==> src/rtl/core/wrars_pkg.sv <==
`default_nettype none
package wrars_pkg;

	localparam int unsigned IDX_W = 13;
	localparam int unsigned VAL_W = 40;
	localparam int unsigned WGT_W = 32;
	localparam int unsigned SUM_W = 56;

	typedef enum logic [2:0] {
		OP_LOAD  = 3'd0,
		OP_CLEAR = 3'd1,
		OP_ADD   = 3'd2,
		OP_QUERY = 3'd3,
		OP_READ  = 3'd4
	} op_t;

	typedef struct packed {
		logic capture;
		logic issue;
		logic wr_weight;
		logic clr_wr;
		logic finish;
		logic err;
	} dp_cmd_t;

endpackage
`default_nettype wire

==> src/rtl/core/wrars_ctrl.sv <==
`default_nettype none
module wrars_ctrl
	import wrars_pkg::*;
#(
	parameter int unsigned ELEMENTS = 4096
) (
	input  wire logic                        clk,
	input  wire logic                        arst_n,
	input  wire logic                        start,
	input  wire logic [2:0]                  operation,
	input  wire logic [IDX_W-1:0]            index_low,
	input  wire logic [IDX_W-1:0]            index_high,
	input  wire logic                        pipe_busy,
	output logic                             busy,
	output logic                             done,
	output logic [$clog2(ELEMENTS)-1:0]      addr,
	output dp_cmd_t                          cmd
);

	localparam int unsigned AW = $clog2(ELEMENTS);

	typedef enum logic [2:0] {
		ST_INIT, ST_IDLE, ST_CLEAR, ST_WRW, ST_RUN, ST_DRAIN, ST_FIN, ST_DONE
	} state_t;

	state_t        state_q;
	logic [AW-1:0] addr_q;
	logic [AW-1:0] last_q;
	logic          err_q;

	logic          lo_ok;
	logic          span_ok;
	logic [AW-1:0] lo_a;
	logic [AW-1:0] hi_a;

	assign lo_ok   = (32'(index_low) >= 32'd1) && (32'(index_low) <= 32'(ELEMENTS));
	assign span_ok = lo_ok && (32'(index_high) <= 32'(ELEMENTS)) && (index_low <= index_high);
	assign lo_a    = AW'(32'(index_low) - 32'd1);
	assign hi_a    = AW'(32'(index_high) - 32'd1);

	always_ff @(posedge clk or negedge arst_n) begin
		if (!arst_n) begin
			state_q <= ST_INIT;
			addr_q  <= '0;
			last_q  <= AW'(ELEMENTS - 1);
			err_q   <= 1'b0;
		end else begin
			unique case (state_q)
				ST_INIT: begin
					if (addr_q == last_q) begin
						state_q <= ST_IDLE;
					end else begin
						addr_q <= addr_q + 1'b1;
					end
				end
				ST_IDLE: begin
					if (start) begin
						err_q <= 1'b0;
						unique case (op_t'(operation))
							OP_LOAD: begin
								if (lo_ok) begin
									addr_q  <= lo_a;
									state_q <= ST_WRW;
								end else begin
									err_q   <= 1'b1;
									state_q <= ST_FIN;
								end
							end
							OP_CLEAR: begin
								addr_q  <= '0;
								last_q  <= AW'(ELEMENTS - 1);
								state_q <= ST_CLEAR;
							end
							OP_ADD, OP_QUERY: begin
								if (span_ok) begin
									addr_q  <= lo_a;
									last_q  <= hi_a;
									state_q <= ST_RUN;
								end else begin
									err_q   <= 1'b1;
									state_q <= ST_FIN;
								end
							end
							OP_READ: begin
								if (lo_ok) begin
									addr_q  <= lo_a;
									last_q  <= lo_a;
									state_q <= ST_RUN;
								end else begin
									err_q   <= 1'b1;
									state_q <= ST_FIN;
								end
							end
							default: begin
								state_q <= ST_FIN;
							end
						endcase
					end
				end
				ST_CLEAR: begin
					if (addr_q == last_q) begin
						state_q <= ST_FIN;
					end else begin
						addr_q <= addr_q + 1'b1;
					end
				end
				ST_WRW: begin
					state_q <= ST_FIN;
				end
				ST_RUN: begin
					if (addr_q == last_q) begin
						state_q <= ST_DRAIN;
					end else begin
						addr_q <= addr_q + 1'b1;
					end
				end
				ST_DRAIN: begin
					if (!pipe_busy) begin
						state_q <= ST_FIN;
					end
				end
				ST_FIN: begin
					state_q <= ST_DONE;
				end
				ST_DONE: begin
					state_q <= ST_IDLE;
				end
				default: begin
					state_q <= ST_IDLE;
				end
			endcase
		end
	end

	assign busy          = (state_q != ST_IDLE);
	assign done          = (state_q == ST_DONE);
	assign addr          = addr_q;
	assign cmd.capture   = (state_q == ST_IDLE) && start;
	assign cmd.issue     = (state_q == ST_RUN);
	assign cmd.wr_weight = (state_q == ST_WRW);
	assign cmd.clr_wr    = (state_q == ST_CLEAR) || (state_q == ST_INIT);
	assign cmd.finish    = (state_q == ST_FIN);
	assign cmd.err       = err_q;

endmodule
`default_nettype wire

==> config.mk <==
export PLATFORM = sky130hd
export DESIGN_NAME = wrars_ctrl
export DESIGN_NICKNAME = d
export VERILOG_FILES = /design/src/rtl/core/wrars_pkg.sv /design/src/rtl/core/wrars_ctrl.sv
export SDC_FILE = /design/constraint.sdc
export NUM_CORES = 1
export LEC_CHECK = 0
export BUFFER_PORTS_ARGS = -buffer_cell sky130_fd_sc_hd__buf_2
export CAP_MARGIN = 10
export CORE_UTILIZATION = 29
export CTS_CLUSTER_DIAMETER = 60
export CTS_CLUSTER_SIZE = 14
export DETAILED_ROUTE_END_ITERATION = 6
export GPL_ROUTABILITY_DRIVEN = 0
export HOLD_SLACK_MARGIN = 0.05
export SYNTH_ARGS = -nofsm -noshare
export SYNTH_HDL_FRONTEND = slang
export SYNTH_SLANG_ARGS = --single-unit
==> constraint.sdc <==
create_clock -name clk -period 2 [get_ports clk]
set_input_delay 0.1 -clock clk [delete_from_list [all_inputs] [get_ports clk]]
set_output_delay 0.1 -clock clk [all_outputs]
set_load 0.03 [all_outputs]
=== Word-level counts from Yosys, hierarchy flattened ===
Index checks and enable logic that the tools add are counted.

* Equal/unequal tests: 24
* $lt $le $gt $ge: 4
* Reduce and logical (&&, ||, !) cells: 16
* Add/subtract/negate cells: 3
* Muxes and demuxes: 21

{| class="wikitable"
|+ Operators by type and width
! operator !! number
|-
| 12-bit case mux with 3 select lines || 2
|-
| 12-bit two-way mux || 5
|-
| 13-bit <= comparator, second input constant || 2
|-
| 12-bit case mux with 2 select lines || 1
|-
| 3-bit case mux with 8 select lines || 1
|-
| 12-bit by 1-bit subtractor with 12-bit output, second input constant || 2
|-
| 3-bit two-way mux || 6
|-
| 3-bit equality test, second input constant || 5
|-
| 2-bit inequality test, second input constant || 7
|-
| 13-bit by 1-bit greater-or-equal comparator with 1-bit output, second input constant || 1
|-
| 13-bit <= comparator || 1
|-
| 12-bit by 1-bit adder with 12-bit output, second input constant || 1
|-
| 12-bit equality test || 1
|-
| 3-bit by 2-bit equality test with 1-bit output, second input constant || 4
|-
| 3-bit case mux with 4 select lines || 1
|-
| 5-bit AND reduction || 2
|-
| 3-bit by 1-bit equality test with 1-bit output, second input constant || 2
|-
| 3-bit logical NOT || 2
|-
| 3-bit inequality test, second input constant || 2
|-
| 6-bit AND reduction || 1
|-
| 1-bit logical AND || 4
|-
| 2-bit two-way mux || 2
|-
| 4-bit by 2-bit inequality test with 1-bit output, second input constant || 1
|-
| 2-bit OR reduction || 2
|-
| other kinds (9) || 10
|}

* Input bits: 33
* Flip-flop bits (word level): 28
* Word-level logic and storage cells: 72
* Output and inout port bits: 20

=== Logic depth before layout (Yosys ltp) ===
* Depth in word-level cells: 8
* Mapped depth: 10
* Gate-level depth less buffers: 9

=== Least setup slack after synthesis ===
OpenSTA, ideal clock, no wires.

* Kind: input to register
* Start point: input port index_high[4]
* End point: register last_q[0]
* Setup slack: -0.395 ns
* Setup time: 0.085 ns
* Required time: 1.915 ns
* Path buffers: 1
* Data arrival time: 2.311 ns
* Cell stages on the path: 10
* Cells stage by stage: inv_1 -> ha_1 -> nand3_1 -> o21bai_1 -> a311o_1 -> a21o_1 -> a31oi_1 -> nand3b_1 -> buf_4 -> mux2_1

* Cells in the longest elaborated chain, start to end: 5
* Elaborated cells between the ends (all ways): 6
* Those cells by class: order compare: 2; eq/ne: 1; reduce/logical: 3

{| class="wikitable"
|+ Ends and longest elaborated chain
! element !! RTL line !! text
|-
| from (decl) || wrars_ctrl.sv:12 || <nowiki>input wire logic [IDX_W-1:0] index_high,</nowiki>
|-
| 13-bit <= comparator || wrars_ctrl.sv:37 || <nowiki>assign span_ok = lo_ok && (32'(index_high) <= 32'(ELEMENTS)) && (index_low <= index_high);</nowiki>
|-
| 1-bit logical AND || wrars_ctrl.sv:37 ||
|-
| 1-bit logical AND * || wrars_ctrl.sv:37 ||
|-
| 2-bit inequality test (no source line) * || -- ||
|-
| 5-bit AND reduction (no source line) * || -- ||
|-
| to (signal assigned) || wrars_ctrl.sv:45 || <nowiki>last_q <= AW'(ELEMENTS - 1);</nowiki>
|-
| to (signal assigned) || wrars_ctrl.sv:71 || <nowiki>last_q <= AW'(ELEMENTS - 1);</nowiki>
|-
| to (signal assigned) || wrars_ctrl.sv:77 || <nowiki>last_q <= hi_a;</nowiki>
|-
| to (decl) || wrars_ctrl.sv:28 || <nowiki>logic [AW-1:0] last_q;</nowiki>
|}

Mark *: on every way between the ends. The rest lies on a longest branch, timed or not.
A chain may end at the register's enable or synchronous reset.

=== Worst setup path in the final report ===
* Start point: input port index_low[3]
* End point: register last_q[8]

* Cells in the longest elaborated chain, start to end: 6
* Elaborated cells between the ends (all ways): 12
* Those cells by class: add/sub: 1; order compare: 3; eq/ne: 2; mux: 2; reduce/logical: 4

{| class="wikitable"
|+ Ends and longest elaborated chain
! element !! RTL line !! text
|-
| from (decl) || wrars_ctrl.sv:11 || <nowiki>input wire logic [IDX_W-1:0] index_low,</nowiki>
|-
| 13-bit by 1-bit greater-or-equal comparator with 1-bit output / 13-bit <= comparator (equally long branches) || wrars_ctrl.sv:36 || <nowiki>assign lo_ok = (32'(index_low) >= 32'd1) && (32'(index_low) <= 32'(ELEMENTS));</nowiki>
|-
| 1-bit logical AND || wrars_ctrl.sv:36 ||
|-
| 1-bit logical AND (2 in series) || wrars_ctrl.sv:37 ||
|-
| 2-bit inequality test (no source line) || -- ||
|-
| 5-bit AND reduction (no source line) || -- ||
|}

Parallel ways exist; a longest one is shown, timed or not. The select of a mux whose other input is x is not followed.

==> implementation parameters <==
Parameter                              Value

Power
  Power Density    1011 nW/um2
  Max rail drop VDD    0.0009002 V
  LEAKAGE    approximately 0.0019 uW
  Final Total Pwr    4147 uW

Timing
  Worst Tran Pin Value    0.6377 ns
  Final-report hold violation count    0
  Final Max Tran Viols    0
  Clock Skew    between 0.005 and 0.006 ns
  Final min period    2.063 ns
  Normalized max-slew margin    between 50 and 60%
  Crit path setup slack, layout    -0.06321 ns
  Part of the cycle the worst path needs    103.2%
  Highest clock frequency the design can meet    a little under 500 MHz
  RSZ-0062 raised after global routing    yes
  Final setup violation count    20

Worst setup path
  Setup CP Type    in2reg
  Critical path capture point type    flip-flop
  Data required, critical path    2.22 ns
  WP data arrival    2.29 ns
  CP max FO    6
  CP Launch Type    input pin

Routing
  Drt first pass iters    6
  Detail-routed net length per standard cell    15.72 um
  Vias per cell    roughly 5.3
  Number of remaining DRC errors    2
  Final routed wirelength across all metal layers    slightly below 9 mm
  Violation count after the first detailed-route iteration    222
  Count of nets left with antenna violations after detail routing    0
  Via Count    2967

Clock network
  Clk_lat worst skew    0.28 ns
  CTS root buf    sky130_fd_sc_hd__clkbuf_8
  Count of H-tree levels built during CTS    1
  Clk slew on worst S/H paths    0.10 ns
  CTS tree    done
  CTS buffer count    3
  Clock Tree Buf Depth    2
  Clk sink count    28

Synthesis
  Post-synthesis net count    372
  Seq/Total Area, Yosys    26.78%
  Predominant post-synthesis flop cell    sky130_fd_sc_hd__dfrtp_1
  Yosys warns    0
  Syn Std Cell Area    roughly 2700 um2
  Flip-flop and latch count after synthesis    28
  Count of cell types in the netlist    53
  Number of flops mapped to enable cells by yosys    0
  Post-synthesis instance total    321
  Synthesized area divided by synthesized cell count    8.326 um2
  Share of flip-flops with an asynchronous set or reset after synthesis    100.0%

Run
  Max_cap viols    0

Floorplan
  Die outline area    around 9600 um2
  I/O pin cnt    53
  Number of core rows    34
  Vertical die dimension    98 um
  Placeable core region    8806 um2
  Width of the die    ~100 um
  Starting Density    a little under a third

Placed design
  Cells after DPL    547
  Port Buf Inserts    52
  Post-place setup slack    -0.3084 ns
  Half-perimeter wire length of the detailed placement result    6.894 mm
  Cell area after placement    3766 um2

Global route
  Grt peak-use layer    met2
  Global-route wire length before repair    around 14 mm
  Global routing met1 resource utilization    about a quarter
  GRT overflow    0
  Pin count of the biggest net entering global routing    29
  Met3 demand-to-capacity share in global routing    2.720%
  Met2 usage    29.79%
  Initial antenna violation count    0
  Overall track demand over capacity in global routing    between 10% and 20%
  Via count of the first global-routing pass    2807

Hold path
  Worst min-delay path class    in2reg

Cells and area
  Fin util    46.60%
  Final Instance Area    4104 um2
  Area added between synthesis and finish    53.56%
  Layout Cells excl Fill    559
  Share of layout cells above drive strength 1    47.23%
  # diodes    0
  Final net count    503

Run status
  Result of the run    finished, violations left
  Violated checks    design-rule violations, negative setup slack
[metal layers]
layer	wire length, um	up-vias
li1	-	1434
met1	4048	1418
met2	4144	100
met3	452	15
met4	139	0
met5	0	-
[placed cells by master, fill, tap and decap left out, types with 8 or more instances in the layout]
cell	n
sky130_fd_sc_hd__xnor2_1	24
sky130_fd_sc_hd__nor3_1	8
sky130_fd_sc_hd__nand3_1	9
sky130_fd_sc_hd__ha_1	11
sky130_fd_sc_hd__nor2_1	23
sky130_fd_sc_hd__buf_4	79
sky130_fd_sc_hd__buf_6	8
sky130_fd_sc_hd__dfrtp_2	10
sky130_fd_sc_hd__inv_1	18
sky130_fd_sc_hd__buf_2	48
sky130_fd_sc_hd__dfstp_2	12
sky130_fd_sc_hd__nand2_1	32
sky130_fd_sc_hd__mux2_4	13
sky130_fd_sc_hd__a21oi_1	15
[synthesized netlist by cell type, drive strengths merged (2+ instances only)]
master | number | area (um2)
nand3b | 3 | 22.52
nor2b | 3 | 18.77
o21bai | 2 | 15.01
ha | 18 | 225.2
xnor2 | 26 | 227.7
o211ai | 4 | 30.03
a21o | 3 | 22.52
nand2 | 32 | 120.1
nor2 | 23 | 86.33
nor3b | 2 | 15.01
xor2 | 4 | 35.03
o21ai | 9 | 45.04
a31oi | 3 | 18.77
buf | 3 | 26.27
nand3 | 11 | 55.05
o22a | 5 | 43.79
o221ai | 2 | 17.52
a21oi | 17 | 85.08
nand4 | 6 | 37.54
and2 | 3 | 18.77
o22ai | 6 | 37.54
dfrtp | 16 | 400.4
clkbuf | 9 | 33.78
a211o | 2 | 17.52
a22o | 3 | 26.28
mux2 | 13 | 150.1
and3 | 7 | 43.79
inv | 24 | 90.09
o32a | 4 | 40.04
a22oi | 9 | 67.56
dfstp | 12 | 315.3
nand2b | 3 | 18.77
nor3 | 12 | 60.06
nor4 | 6 | 52.55
o2bb2ai | 4 | 41.29
[power by group]
part / internal, uW / switching, uW
Combinational: 1240 / 1350
Clock: 268 / 194
Sequential: 903 / 188
[flip-flops by register name, indices dropped and copies added, names as in the netlist]
| signal | count |
|---|---|
| state_q | 3 |
| last_q | 12 |
| addr | 12 |
| err_q | 1 |
[logic make-up (layout without fill, tap and decap cells)]
group / count (synthesis) / in the layout / share of synthesized area [%]
XOR/XNOR: 30 / 30 / 9.831
buffers and inverters: 36 / 166 / 5.618
AND/OR/NAND/NOR: 115 / 115 / 21.72
multiplexers: 13 / 13 / 5.618
flip-flops: 28 / 28 / 26.78
adder cells (fa/ha/maj): 18 / 18 / 8.427
AO/OA/AOI/OAI: 81 / 81 / 22.00
[worst max-delay path, cell delays in order]
cell and delay [ns]:
sky130_fd_sc_hd__buf_6 0.10, sky130_fd_sc_hd__buf_6 0.11, sky130_fd_sc_hd__ha_4 0.27, sky130_fd_sc_hd__nand3_4 0.06
sky130_fd_sc_hd__o21bai_1 0.15, sky130_fd_sc_hd__a311o_1 0.29, sky130_fd_sc_hd__a21o_1 0.20, sky130_fd_sc_hd__a31oi_4 0.18
sky130_fd_sc_hd__nand3b_1 0.30, sky130_fd_sc_hd__clkbuf_16 0.22, sky130_fd_sc_hd__mux2_4 0.29
[layout make-up]
class	instances	area, um2
Clock buffer	3	41.29
Clock inverter	1	30.03
Fill cell	860	4702
Inverter	24	92.59
Multi-Input combinational cell	257	2098
Sequential cell	28	728.2
Tap cell	108	135.1
Timing Repair Buffer	138	978.4
[path summary, 6_finish.rpt]
kind,from,end,slack (ns),cells past startpoint
min,pipe_busy,state_q[1],0.18,4
max reg2reg,last_q[10],addr[8],-0.05,9
max in group asynchronous,arst_n,addr[5],1.16,2
min reg2reg,err_q,err_q,0.50,2
max,index_low[3],last_q[8],-0.06,11
min in group asynchronous,arst_n,addr[11],0.38,2
[timing repair]
item	in CTS	in global routing
gates cloned	0	1
buffers inserted	4	2
pin swaps	11	15
endpoints found under the hold margin	16	0
setup endpoints to repair	11	24
hold buffers	1	0
resized for setup	16	22
[per-stage QoR]
step	TNS, ns	hold slack [ns]
final	-0.6738	0.1805
after global placement	-5.591	0.1627
after detailed placement	-6.111	0.1647
after global routing	-2.100	0.2020
after floorplan	-0.2602	-0.1956
after CTS	-0.1861	0.1853
No activity file was read; power rests on OpenSTA's default activity.
